**src/design/dcb_pkg.sv**
```systemverilog
// Shared constants and types for the DC-blocking filter with RMS tracker.
// No dependencies; compile before every other design file.
package dcb_pkg;

  // Sample path
  localparam int SMP_W       = 16;
  localparam int ALPHA_W     = 15;
  localparam logic [ALPHA_W-1:0] ALPHA_RESET = ALPHA_W'(32440);
  localparam int FRAC_W      = 15;                  // Q15 feedback
  localparam int PROD_W      = ALPHA_W + 1 + SMP_W; // signed alpha * y_prev
  localparam int SUM_W       = SMP_W + 3;           // x - x_prev + fb headroom

  // Block statistics
  localparam int MAX_BLOCK_SAMPLES = 4096;
  localparam int CNT_W       = $clog2(MAX_BLOCK_SAMPLES + 1);
  localparam int MAG_W       = SMP_W - 1;
  localparam logic [MAG_W-1:0] MAG_MAX = {MAG_W{1'b1}};
  localparam int SQ_W        = 2 * MAG_W;
  localparam int ACC_W       = SQ_W + CNT_W;
  localparam int RMS_W       = MAG_W;

  // Shared subtract unit for divide and square root
  localparam int ROOT_W      = SQ_W + 1;
  localparam int DIV_STEPS   = ACC_W;
  localparam int SQRT_STEPS  = SQ_W / 2;
  localparam int STEP_W      = $clog2(DIV_STEPS);

  // Background tracker (Q8)
  localparam int BG_FRAC     = 8;
  localparam int BG_W        = RMS_W + BG_FRAC;
  localparam int FALL_SHIFT  = 4;   // diff / 16
  localparam int RISE_SHIFT  = 7;   // diff / 128

  // Filter control from the top-level sequencer
  typedef struct packed {
    logic mul_en;   // register alpha * y_prev
    logic upd_en;   // form y, update filter history
  } hpf_ctrl_t;

endpackage

```
**src/design/dcb_in_if.sv**
```systemverilog
// Input sample channel: valid/ready handshake with sample and last flag.
// Depends on dcb_pkg.
interface dcb_in_if;
  logic                              valid;
  logic                              ready;
  logic signed [dcb_pkg::SMP_W-1:0]  sample;
  logic                              last;

  modport source (output valid, output sample, output last, input ready);
  modport sink   (input valid, input sample, input last, output ready);
endinterface

```
**src/design/dcb_out_if.sv**
```systemverilog
// Result channel: filtered sample plus block statistics on the last sample.
// Depends on dcb_pkg.
interface dcb_out_if;
  logic                              valid;
  logic                              ready;
  logic signed [dcb_pkg::SMP_W-1:0]  filtered_sample;
  logic                              stats_valid;
  logic        [dcb_pkg::RMS_W-1:0]  block_rms;
  logic        [dcb_pkg::RMS_W-1:0]  background_rms;

  modport source (output valid, output filtered_sample, output stats_valid,
                  output block_rms, output background_rms, input ready);
  modport sink   (input valid, input filtered_sample, input stats_valid,
                  input block_rms, input background_rms, output ready);
endinterface

```
**src/design/dc_block_rms_noise_floor.sv**
```systemverilog
// Top level of the DC-blocking filter with block RMS and background tracker.
// Depends on dcb_pkg, dcb_in_if, dcb_out_if, dcb_hpf and dcb_root.
//
// Each accepted sample is high-pass filtered and returned as one transaction
// on out_o. An ordinary sample passes through feedback multiply, filter,
// square, accumulate and output load before the next sample is taken. A
// sample marked last also runs the shared subtractor in dcb_root before
// the output load: 43 divide steps for the mean square and 15 square-root
// steps, framed by the start and done pulses, then the background update.
// in_i.ready is high only between samples; a finished result waits in the
// output register and does not hold off the next sample until a second
// result is ready. The high-pass feedback coefficient (Q15, reset 32440)
// is written with cfg_we_i and should only change while no sample is in
// flight.
module dc_block_rms_noise_floor (
  input  logic                          clk_i,
  input  logic                          rst_ni,
  input  logic                          cfg_we_i,
  input  logic [dcb_pkg::ALPHA_W-1:0]   cfg_wdata_i,
  dcb_in_if.sink                        in_i,
  dcb_out_if.source                     out_o
);
  import dcb_pkg::*;

  typedef enum logic [2:0] {
    S_IDLE, S_MUL, S_FILT, S_SQR, S_ACC, S_ROOT, S_BG, S_OUT
  } state_e;

  state_e              state_q;
  logic [ALPHA_W-1:0]  alpha_q;
  logic signed [SMP_W-1:0] x_q;
  logic                last_q;
  logic [SQ_W-1:0]     sq_q;
  logic [ACC_W-1:0]    acc_q;
  logic [CNT_W-1:0]    cnt_q;
  logic [BG_W-1:0]     bg_q;
  logic                root_start_q;
  logic                out_valid_q;
  logic signed [SMP_W-1:0] out_y_q;
  logic                out_stats_q;
  logic [RMS_W-1:0]    out_rms_q;
  logic [RMS_W-1:0]    out_bg_q;

  hpf_ctrl_t               hpf_ctrl;
  logic signed [SMP_W-1:0] y;
  logic [SMP_W-1:0]        y_neg;
  logic [MAG_W-1:0]        mag;
  logic                    root_done;
  logic [RMS_W-1:0]        rms;
  logic [BG_W-1:0]         lvl;
  logic [BG_W-1:0]         fall;
  logic [BG_W-1:0]         rise;
  logic [BG_W-1:0]         bg_next;
  logic                    out_free;

  // Filter control
  always_comb begin
    hpf_ctrl.mul_en = (state_q == S_MUL);
    hpf_ctrl.upd_en = (state_q == S_FILT);
  end

  dcb_hpf u_hpf (
    .clk_i   (clk_i),
    .rst_ni  (rst_ni),
    .alpha_i (alpha_q),
    .ctrl_i  (hpf_ctrl),
    .x_i     (x_q),
    .y_o     (y)
  );

  dcb_root u_root (
    .clk_i      (clk_i),
    .rst_ni     (rst_ni),
    .start_i    (root_start_q),
    .dividend_i (acc_q),
    .divisor_i  (cnt_q),
    .done_o     (root_done),
    .root_o     (rms)
  );

  // Magnitude clamped to MAG_MAX
  always_comb begin
    y_neg = -y;
    if (y == {1'b1, {(SMP_W-1){1'b0}}}) begin
      mag = MAG_MAX;
    end else if (y[SMP_W-1]) begin
      mag = y_neg[MAG_W-1:0];
    end else begin
      mag = y[MAG_W-1:0];
    end
  end

  // Background level: seed, then fall by diff/16 or rise by diff/128, min 1
  always_comb begin
    lvl  = {((rms == '0) ? RMS_W'(1) : rms), {BG_FRAC{1'b0}}};
    fall = (bg_q - lvl) >> FALL_SHIFT;
    rise = (lvl - bg_q) >> RISE_SHIFT;
    if (bg_q == '0) begin
      bg_next = lvl;
    end else if (lvl < bg_q) begin
      bg_next = bg_q - ((fall == '0) ? BG_W'(1) : fall);
    end else begin
      bg_next = bg_q + ((rise == '0) ? BG_W'(1) : rise);
    end
  end

  assign out_free = !out_valid_q || out_o.ready;

  // Sequencer, block statistics and output register
  always_ff @(posedge clk_i or negedge rst_ni) begin
    if (!rst_ni) begin
      state_q      <= S_IDLE;
      alpha_q      <= ALPHA_RESET;
      acc_q        <= '0;
      cnt_q        <= '0;
      bg_q         <= '0;
      root_start_q <= 1'b0;
      out_valid_q  <= 1'b0;
    end else begin
      root_start_q <= 1'b0;
      if (cfg_we_i) begin
        alpha_q <= cfg_wdata_i;
      end
      if (out_o.ready) begin
        out_valid_q <= 1'b0;
      end
      unique case (state_q)
        S_IDLE: begin
          if (in_i.valid) begin
            state_q <= S_MUL;
          end
        end
        S_MUL:  state_q <= S_FILT;
        S_FILT: state_q <= S_SQR;
        S_SQR:  state_q <= S_ACC;
        S_ACC: begin
          if (cnt_q < CNT_W'(MAX_BLOCK_SAMPLES)) begin
            acc_q <= acc_q + ACC_W'(sq_q);
            cnt_q <= cnt_q + 1'b1;
          end
          if (last_q) begin
            root_start_q <= 1'b1;
            state_q      <= S_ROOT;
          end else begin
            state_q <= S_OUT;
          end
        end
        S_ROOT: begin
          if (root_done) begin
            state_q <= S_BG;
          end
        end
        S_BG: begin
          bg_q    <= bg_next;
          acc_q   <= '0;
          cnt_q   <= '0;
          state_q <= S_OUT;
        end
        S_OUT: begin
          if (out_free) begin
            out_valid_q <= 1'b1;
            state_q     <= S_IDLE;
          end
        end
        default: state_q <= S_IDLE;
      endcase
    end
  end

  // Payload registers
  always_ff @(posedge clk_i) begin
    if (state_q == S_IDLE && in_i.valid) begin
      x_q    <= in_i.sample;
      last_q <= in_i.last;
    end
    if (state_q == S_SQR) begin
      sq_q <= mag * mag;
    end
    if (state_q == S_OUT && out_free) begin
      out_y_q     <= y;
      out_stats_q <= last_q;
      out_rms_q   <= last_q ? rms : '0;
      out_bg_q    <= last_q ? bg_q[BG_W-1:BG_FRAC] : '0;
    end
  end

  assign in_i.ready            = (state_q == S_IDLE);
  assign out_o.valid           = out_valid_q;
  assign out_o.filtered_sample = out_y_q;
  assign out_o.stats_valid     = out_stats_q;
  assign out_o.block_rms       = out_rms_q;
  assign out_o.background_rms  = out_bg_q;

endmodule

```
**src/design/dcb_hpf.sv**
```systemverilog
// First-order DC-blocking high-pass: y = x - x_prev + round(alpha*y_prev).
// Depends on dcb_pkg; sequenced by the top level through hpf_ctrl_t.
module dcb_hpf (
  input  logic                              clk_i,
  input  logic                              rst_ni,
  input  logic [dcb_pkg::ALPHA_W-1:0]       alpha_i,
  input  dcb_pkg::hpf_ctrl_t                ctrl_i,
  input  logic signed [dcb_pkg::SMP_W-1:0]  x_i,
  output logic signed [dcb_pkg::SMP_W-1:0]  y_o
);
  import dcb_pkg::*;

  logic signed [SMP_W-1:0]  prior_in_q;
  logic signed [SMP_W-1:0]  prior_out_q;
  logic signed [PROD_W-1:0] prod_q;
  logic signed [PROD_W-1:0] fb_full;
  logic signed [SUM_W-1:0]  sum;
  logic signed [SMP_W-1:0]  y_sat;

  // Rounded feedback, floor shift, then sum with saturation
  always_comb begin
    fb_full = (prod_q + PROD_W'(1 << (FRAC_W - 1))) >>> FRAC_W;
    sum     = {{(SUM_W-SMP_W){x_i[SMP_W-1]}}, x_i}
            - {{(SUM_W-SMP_W){prior_in_q[SMP_W-1]}}, prior_in_q}
            + fb_full[SUM_W-1:0];
    if (sum[SUM_W-1:SMP_W-1] == '0 || sum[SUM_W-1:SMP_W-1] == '1) begin
      y_sat = sum[SMP_W-1:0];
    end else if (sum[SUM_W-1]) begin
      y_sat = {1'b1, {(SMP_W-1){1'b0}}};
    end else begin
      y_sat = {1'b0, {(SMP_W-1){1'b1}}};
    end
  end

  // Feedback product and filter history
  always_ff @(posedge clk_i or negedge rst_ni) begin
    if (!rst_ni) begin
      prior_in_q  <= '0;
      prior_out_q <= '0;
    end else if (ctrl_i.upd_en) begin
      prior_in_q  <= x_i;
      prior_out_q <= y_sat;
    end
  end

  always_ff @(posedge clk_i) begin
    if (ctrl_i.mul_en) begin
      prod_q <= $signed({1'b0, alpha_i}) * prior_out_q;
    end
  end

  assign y_o = prior_out_q;

endmodule

```
**src/design/dcb_root.sv**
```systemverilog
// Shared subtract/compare unit: restoring divide of the square sum by the
// sample count, then bitwise floor square root of the quotient. Uses dcb_pkg.
module dcb_root (
  input  logic                        clk_i,
  input  logic                        rst_ni,
  input  logic                        start_i,
  input  logic [dcb_pkg::ACC_W-1:0]   dividend_i,
  input  logic [dcb_pkg::CNT_W-1:0]   divisor_i,
  output logic                        done_o,
  output logic [dcb_pkg::RMS_W-1:0]   root_o
);
  import dcb_pkg::*;

  typedef enum logic [1:0] {R_IDLE, R_DIV, R_SQRT} rstate_e;

  rstate_e           state_q;
  logic [STEP_W-1:0] step_q;
  logic              done_q;
  logic [ACC_W-1:0]  dvd_q;
  logic [CNT_W-1:0]  dsr_q;
  logic [CNT_W-1:0]  rem_q;
  logic [SQ_W-1:0]   quo_q;
  logic [SQ_W-1:0]   val_q;
  logic [ROOT_W-1:0] res_q;
  logic [ROOT_W-1:0] bit_q;

  logic [ROOT_W-1:0] op_a;
  logic [ROOT_W-1:0] op_b;
  logic [ROOT_W:0]   diff;
  logic              ge;

  // Operand select for the one subtractor
  always_comb begin
    if (state_q == R_SQRT) begin
      op_a = {1'b0, val_q};
      op_b = res_q + bit_q;
    end else begin
      op_a = ROOT_W'({rem_q, dvd_q[ACC_W-1]});
      op_b = ROOT_W'(dsr_q);
    end
    diff = {1'b0, op_a} - {1'b0, op_b};
    ge   = !diff[ROOT_W];
  end

  // Sequencer: divide steps, then root steps, then a done pulse
  always_ff @(posedge clk_i or negedge rst_ni) begin
    if (!rst_ni) begin
      state_q <= R_IDLE;
      step_q  <= '0;
      done_q  <= 1'b0;
    end else begin
      done_q <= 1'b0;
      unique case (state_q)
        R_IDLE: begin
          if (start_i) begin
            state_q <= R_DIV;
            step_q  <= STEP_W'(DIV_STEPS - 1);
          end
        end
        R_DIV: begin
          if (step_q == '0) begin
            state_q <= R_SQRT;
            step_q  <= STEP_W'(SQRT_STEPS - 1);
          end else begin
            step_q <= step_q - 1'b1;
          end
        end
        R_SQRT: begin
          if (step_q == '0) begin
            state_q <= R_IDLE;
            done_q  <= 1'b1;
          end else begin
            step_q <= step_q - 1'b1;
          end
        end
        default: state_q <= R_IDLE;
      endcase
    end
  end

  // Datapath registers
  always_ff @(posedge clk_i) begin
    case (state_q)
      R_IDLE: begin
        if (start_i) begin
          dvd_q <= dividend_i;
          dsr_q <= divisor_i;
          rem_q <= '0;
          quo_q <= '0;
        end
      end
      R_DIV: begin
        dvd_q <= {dvd_q[ACC_W-2:0], 1'b0};
        rem_q <= ge ? diff[CNT_W-1:0] : op_a[CNT_W-1:0];
        quo_q <= {quo_q[SQ_W-2:0], ge};
        if (step_q == '0) begin
          // Quotient is below 2^SQ_W since each term is at most MAG_MAX^2
          val_q <= {quo_q[SQ_W-2:0], ge};
          res_q <= '0;
          bit_q <= ROOT_W'(1) << (SQ_W - 2);
        end
      end
      R_SQRT: begin
        if (ge) begin
          val_q <= diff[SQ_W-1:0];
          res_q <= (res_q >> 1) + bit_q;
        end else begin
          res_q <= res_q >> 1;
        end
        bit_q <= bit_q >> 2;
      end
      default: ;
    endcase
  end

  assign done_o = done_q;
  assign root_o = res_q[RMS_W-1:0];

endmodule
```
**src/flat_wrapper.sv**
```systemverilog
// flat-port wrapper written by rule: the top's interface ports become plain ports
module dc_block_rms_noise_floor_flat import dcb_pkg::*;
  (clk_i, rst_ni, cfg_we_i, cfg_wdata_i, in_i_valid, in_i_sample, in_i_last, in_i_ready, out_o_valid, out_o_filtered_sample, out_o_stats_valid, out_o_block_rms, out_o_background_rms, out_o_ready);
  dcb_in_if in_i_i ();
  dcb_out_if out_o_i ();
  input  logic clk_i;
  input  logic rst_ni;
  input  logic cfg_we_i;
  input  logic [dcb_pkg::ALPHA_W-1:0] cfg_wdata_i;
  input wire logic [$bits(in_i_i.valid)-1:0] in_i_valid;
  input wire logic [$bits(in_i_i.sample)-1:0] in_i_sample;
  input wire logic [$bits(in_i_i.last)-1:0] in_i_last;
  output wire logic [$bits(in_i_i.ready)-1:0] in_i_ready;
  output wire logic [$bits(out_o_i.valid)-1:0] out_o_valid;
  output wire logic [$bits(out_o_i.filtered_sample)-1:0] out_o_filtered_sample;
  output wire logic [$bits(out_o_i.stats_valid)-1:0] out_o_stats_valid;
  output wire logic [$bits(out_o_i.block_rms)-1:0] out_o_block_rms;
  output wire logic [$bits(out_o_i.background_rms)-1:0] out_o_background_rms;
  input wire logic [$bits(out_o_i.ready)-1:0] out_o_ready;
  assign in_i_i.valid = in_i_valid;
  assign in_i_i.sample = in_i_sample;
  assign in_i_i.last = in_i_last;
  assign in_i_ready = in_i_i.ready;
  assign out_o_valid = out_o_i.valid;
  assign out_o_filtered_sample = out_o_i.filtered_sample;
  assign out_o_stats_valid = out_o_i.stats_valid;
  assign out_o_block_rms = out_o_i.block_rms;
  assign out_o_background_rms = out_o_i.background_rms;
  assign out_o_i.ready = out_o_ready;
  dc_block_rms_noise_floor u_core (.clk_i(clk_i), .rst_ni(rst_ni), .cfg_we_i(cfg_we_i), .cfg_wdata_i(cfg_wdata_i), .in_i(in_i_i), .out_o(out_o_i));
endmodule
```
**config.mk**
```make
export PLATFORM = sky130hd
export DESIGN_NAME = dc_block_rms_noise_floor_flat
export DESIGN_NICKNAME = d
export VERILOG_FILES = /design/src/design/dcb_pkg.sv /design/src/design/dcb_in_if.sv /design/src/design/dcb_out_if.sv /design/src/design/dc_block_rms_noise_floor.sv /design/src/design/dcb_hpf.sv /design/src/design/dcb_root.sv /design/src/flat_wrapper.sv
export SDC_FILE = /design/constraint.sdc
export NUM_CORES = 2
export LEC_CHECK = 0
export ABC_AREA = 1
export BUFFER_PORTS_ARGS = -buffer_cell sky130_fd_sc_hd__buf_2
export CORE_UTILIZATION = 40
export CTS_BUF_LIST = sky130_fd_sc_hd__clkbuf_4
export DETAILED_ROUTE_END_ITERATION = 6
export SLEW_MARGIN = 20
export SYNTH_ARGS = -nofsm -noshare
export SYNTH_HDL_FRONTEND = slang
export SYNTH_HIERARCHICAL = 1
export SYNTH_SLANG_ARGS = --single-unit
```
**constraint.sdc**
```tcl
create_clock -name clk_i -period 18.72 [get_ports clk_i]
set_input_delay 3.744 -clock clk_i [delete_from_list [all_inputs] [get_ports clk_i]]
set_output_delay 3.744 -clock clk_i [all_outputs]
set_load 0.02 [all_outputs]
```
; Yosys cells after proc, flatten, opt, wreduce, memory -nomap -nowiden
; Index checks and enable logic that the tools add are counted.
[word_totals]
regBits = 456
latch_bits = 0
ram_bits = 0
rom_bits = 0
input_bits = 37
wordCells = 141
n_memories = 0
[classes]
n_addsub = 14
multipliers = 2
n_div = 0
magnitude_cmp = 2
eq_ne = 20
shifts = 0
mux = 50
n_bitwise = 0
reduce_logical = 26
[op_table]
columns = operator, count
row1 = $pmux W43 S2, 2
row2 = $mux W31, 4
row3 = $pmux W31 S2, 2
row4 = $mux W30, 3
row5 = $mux W43, 2
row6 = $logic_not A23 Y1, 3
row7 = $sub A23 B23 Y23, 3
row8 = $pmux W30 S2, 1
row9 = $pmux W29 S2, 1
row10 = $pmux W13 S2, 2
row11 = $mux W16, 3
row12 = $mux W23, 2
row13 = $mux W15, 3
row14 = $add A43 B30 Y43, 1
row15 = $mux W13, 3
row16 = $add A32 B16 Y32 const B, 1
row17 = $mul A16 B16 Y32, 1
row18 = $sub A31 B31 Y32, 1
row19 = $add A30 B31 Y31, 1
row20 = $add A31 B31 Y31, 1
row21 = $mul A15 B15 Y30, 1
row22 = $mux W29, 1
row23 = $pmux W3 S8, 1
row24 = $add A23 B23 Y23, 1
row25 = other kinds (35), 70

; Logic depth before layout (Yosys ltp)
[depth]
depth_word = 8
ltp_mapped = 45
depth_no_buf = 44

; Hierarchy
; The synthesis kept the hierarchy.
[by_module_without_submodules]
columns = module, instances, cells_per_inst, area_each_um2
row1 = dc_block_rms_noise_floor, 1, 2502, 19623.8
row2 = dcb_hpf, 1, 1735, 12749.7
row3 = dcb_root, 1, 1627, 12612.1

; Least setup slack after synthesis
; Ideal clock, no wire load.
[synth_timing]
path_kind = reg2reg
from = register u_core.u_root.state_q[1]
to = register u_core.u_root.dvd_q[0], enable pin
setup_ns = 0.646
arrival_time_ns = 7.001
slack_ns = 11.073
path_stages_with_launch = 7
path_buffers = 2
path_cell_list = dfrtp_1 > inv_1 > ha_1 > clkbuf_1 > inv_1 > clkbuf_1 > o21ai_0
[synth_between]
elab_chain_len = 3
word_cells_on_any_way = 5
classes_between = eq/ne: 2 / reduce/logical: 3
[synth_lines]
columns = element, line
row1 = from (decl), dcb_root.sv:16  ; rstate_e state_q;
row2 = from (signal assigned), dcb_root.sv:48  ; state_q <= R_IDLE;
row3 = from (signal assigned), dcb_root.sv:56  ; state_q <= R_DIV;
row4 = from (signal assigned), dcb_root.sv:62  ; state_q <= R_SQRT;
row5 = $eq A2 B1 Y1 or $logic_not A2 Y1 (tied branches), dcb_root.sv:83  ; case (state_q)
row6 = $reduce_bool A2 Y1 (no line) or $ne A2 B1 Y1 (tied branches), -
row7 = $reduce_and A2 Y1 (no line) (*), -
row8 = to (signal assigned), dcb_root.sv:86  ; dvd_q <= dividend_i;
row9 = to (signal assigned), dcb_root.sv:93  ; dvd_q <= {dvd_q[ACC_W-2:0], 1'b0};
row10 = to (decl), dcb_root.sv:19  ; logic [ACC_W-1:0] dvd_q;
; Mark *: on every way between the ends. The rest lies on a longest branch, timed or not.
; A chain may end at the register's enable or synchronous reset.

; Final worst setup path
[layout_timing]
from = register u_core.u_hpf.prior_out_q[1], in the netlist u_core/u_hpf/y_o[1]
to = register u_core.sq_q[29], data pin
[layout_between]
elab_chain_len = 4
word_cells_on_any_way = 5
classes_between = add/sub: 1 / mul: 1 / eq/ne: 1 / mux: 2
[layout_lines]
columns = element, line
row1 = from (decl), dcb_hpf.sv:14  ; logic signed [SMP_W-1:0] prior_out_q;
row2 = from (signal assigned), dcb_hpf.sv:42  ; prior_out_q <= y_sat;
row3 = $neg A15 Y15, dc_block_rms_noise_floor.sv:83  ; y_neg = -y;
row4 = $mux W15, dc_block_rms_noise_floor.sv:86  ; end else if (y[SMP_W-1]) begin
row5 = $mux W15 (*), dc_block_rms_noise_floor.sv:84  ; if (y == {1'b1, {(SMP_W-1){1'b0}}}) begin
row6 = $mul A15 B15 Y30 (*), dc_block_rms_noise_floor.sv:177  ; sq_q <= mag * mag;
row7 = to (signal assigned), dc_block_rms_noise_floor.sv:177
row8 = to (decl), dc_block_rms_noise_floor.sv:33  ; logic [SQ_W-1:0] sq_q;
; Marked as above.

==> qor.csv <==
metric,value,unit
run status,completed,
cell area reported after detailed placement,46640,µm²
residual overflow from global routing,0,
Worst Clk Skew,71.87,ps
num ports,86,
most frequent cell on the critical path,inv_1,
clock latency reported for the late side of the worst-skew pair,1000,ps
count of distinct cell types in the synthesized netlist,70,
FF-to-FF setup slack,10510,ps
total number of cells along the worst setup path,32,
Vias,37892,
count of final max-slew check failures,0,
maximum operating frequency,121.7,MHz
cell family with the largest share of critical-path delay,adder cells,
Max-cap violations,0,
share of layout cells above drive strength 1,8.990,%
CP Buf/Inv Count,8,
Tightest Hold Check Type,flip-flop to flip-flop,
cell area after synthesis,44990,µm²
Hold WS,466.2,ps
routability congestion estimate from global placement,0.9370,
headroom to the max-slew limit,32.95,%
CTS buffer count,130,
synthesized netlist net count,6612,
final number of hold-violating endpoints,0,
post-CTS setup buffer count,0,
hold-fix buffers at CTS,0,
setup violators final,0,
Placeable Area,111100,µm²
remaining antenna violation count,0,
highest metal layer used by the detailed router,met5,
share of the clock period used by the worst path,43.88,%
startpoint types,flip-flop,
dominant register cell in the synthesized netlist,edfxtp_1,
area of all placed cells without fillers,48430,µm²
number of warnings issued by yosys,6,
critical register-to-register path endpoint,u_core/sq_q[29]$_DFFE_PN_,
amount of wire on met2 after detailed routing,55070,µm
initial cell density of the core,40.48,%
area enclosed by the die boundary,113800,µm²
kind of capture point of the worst setup path,flip-flop,
drc violations,0,
area overhead of the layout relative to synthesis,7.663,%
fraction of post-synthesis cell area in the top cell type by area,19.02,%
routed via count divided by cell count,5.037,
depth of the worst register-to-register path,32,
half-perimeter wire length of the detailed placement result,93850,µm
worst hold stages,2,
wire length the detailed router placed on met1,56090,µm
worst stage delay on the critical path,830,ps
largest area contributor in the synthesized netlist,edfxtp_1,
number of antenna violations at the first check in global routing,6,
maximum number of pins on one net before global-route repair,86,
number of gates given a new drive strength after cts,0,
startpoint of the worst register-to-register path,u_core/u_hpf/y_o[1]$_DFFE_PN0P_,
RSZ-0062 raised after global routing,false,
launch point of the worst hold path,u_core/u_root/dvd_q[32]$_DFFE_PP_,
total clock sinks,425,
post-synthesis cell count,5864,
"Seq/Total Area, Yosys",26.84,%
data required time at the worst endpoint,19420,ps
routed length per instance,16.12,µm
number of levels in the clock H-tree,4,
number of search-and-repair iterations in the first detailed-routing pass,6,
post-layout min period,8214,ps
most common library cell in the layout ignoring fill and taps,nand2_1,
routed wire length,121300,µm
width of the die,337.4,µm
average size of a mapped cell,7.671,µm²
Cell Rows,122,
CTS Root Cell,clkbuf_4,
maximum root-to-sink buffer count,3,
cell types occupying the most area after synthesis,"edfxtp_1 (19%), fa_1 (14%), nand2_1 (13%), ha_1 (11%), inv_1 (9.1%)",
wire length on met3,7825,µm
actual slew at the worst max-slew pin,1006,ps
y dimension of the die,337.4,µm
wire length of the first global-routing pass,198000,µm
DRT iter0 DRCs,2804,
vias in the first global route,37727,
Arrival @ worst endpoint,8910,ps
count of port buffers added during placement,85,
"Max FO, Critical Path",18,
CTS tree,done,
Total Nets Final,6674,
Hold EP,u_core/u_root/dvd_q[33]$_DFFE_PP_,
"commonest non-fill, non-tap cells in the layout","nand2_1 (1530), inv_1 (1093), nor2_1 (391)",
slowest cell on the critical path,dfrtp_1,
clock edge transition at the registers on the reported setup and hold paths,60,ps
post-synthesis sequential element count,425,
classification of the worst setup path,flip-flop to flip-flop,
accumulated negative setup slack,0,ps
number of enable flip-flop cells after synthesis,285,
overall routing resource usage,21.76,%
share of synthesized flip-flops with an asynchronous set or reset,32.94,%
## through the flow
step           utilization (%)  setup WS (ps)  cells
3_3_place_gp             41.97          10820   7282
4_1_cts                  43.57          10590   7517
6_report                 43.58          10510   7522
3_5_place_dp             41.97          10650   7282
5_1_grt                  43.58          10010   7521
2_1_floorplan                -          11070   5864
## worst max path at each step
| stage | from | endpoint | slack (ps) |
|---|---|---|---|
| 2_1_floorplan | u_core/u_root/state_q[1]$_DFFE_PN0P_ | u_core/u_root/dvd_q[0]$_SDFFCE_PP0P_ | 11070 |
| 3_3_place_gp | u_core/u_hpf/y_o[1]$_DFFE_PN0P_ | u_core/sq_q[29]$_DFFE_PN_ | 10820 |
| 3_5_place_dp | u_core/u_hpf/y_o[1]$_DFFE_PN0P_ | u_core/sq_q[29]$_DFFE_PN_ | 10650 |
| 4_1_cts | u_core/u_hpf/y_o[1]$_DFFE_PN0P_ | u_core/sq_q[29]$_DFFE_PN_ | 10590 |
| 5_1_grt | u_core/u_hpf/y_o[1]$_DFFE_PN0P_ | u_core/sq_q[29]$_DFFE_PN_ | 10010 |
| 6_report | u_core/u_hpf/y_o[1]$_DFFE_PN0P_ | u_core/sq_q[29]$_DFFE_PN_ | 10510 |
## cells in the mapped netlist (all sizes together) (13+ instances only)
master	instances
a31oi	28
nor4	22
xor2	122
fa	322
a21o	26
edfxtp	285
inv	1124
nor3	55
nand3	282
o21ai	268
nand4	63
o22ai	13
nor2	423
a22oi	13
o21bai	24
mux2	15
clkbuf	116
a21oi	315
nand2	1581
dfrtp	130
or2	33
xnor2	44
buf	67
ha	389
## flip-flops by register name, summed over array words and instances (netlist names), 16 cells and up
name and cells:
u_core/bg_q 23, u_core/u_hpf/prior_in_q 16, u_core/acc_q 43, u_core/u_root/val_q 30
u_core/sq_q 29, u_core/u_root/quo_q 29, u_core/u_root/dvd_q 43, u_core/u_hpf/y_o 16
u_core/out_o.filtered_sample 16, u_core/x_q 16, u_core/u_hpf/prod_q 18, u_core/u_root/res_q 31
## tightest hold or removal path, cell delays in order (launching register included)
cell      delay (ps)
edfxtp_1         320
nand2_1           50
nand2_1           50
## layer usage
layer | vias up | track usage, %
met3 | 167 | 3.998
li1 | 18741 | -
met4 | 2 | 5.507
met5 | - | 0
met1 | 17917 | 29.89
met2 | 1065 | 35.17
## kinds of logic after synthesis
family,count (synthesis),synth area share (%)
XOR/XNOR,166,3.232
adder cells (fa/ha/maj),711,25.15
AO/OA/AOI/OAI,748,9.242
buffers and inverters,1311,11.48
flip-flops,425,26.84
multiplexers,24,0.5757
AND/OR/NAND/NOR,2479,23.49
## final cells by class
type | count | area, µm²
clock buffers | 195 | 1464
diodes | 5 | 12.51
repair buffers | 114 | 649.4
flip-flops and latches | 425 | 12070
clock inverters | 40 | 319.1
inverters | 1127 | 4230
well taps | 1488 | 1862
multi-input cells | 4128 | 27820
fillers | 11478 | 62690
Power is left out: the tool's default activity adds up to more than one toggle a clock period on the data nets, which glitch-free logic cannot reach.
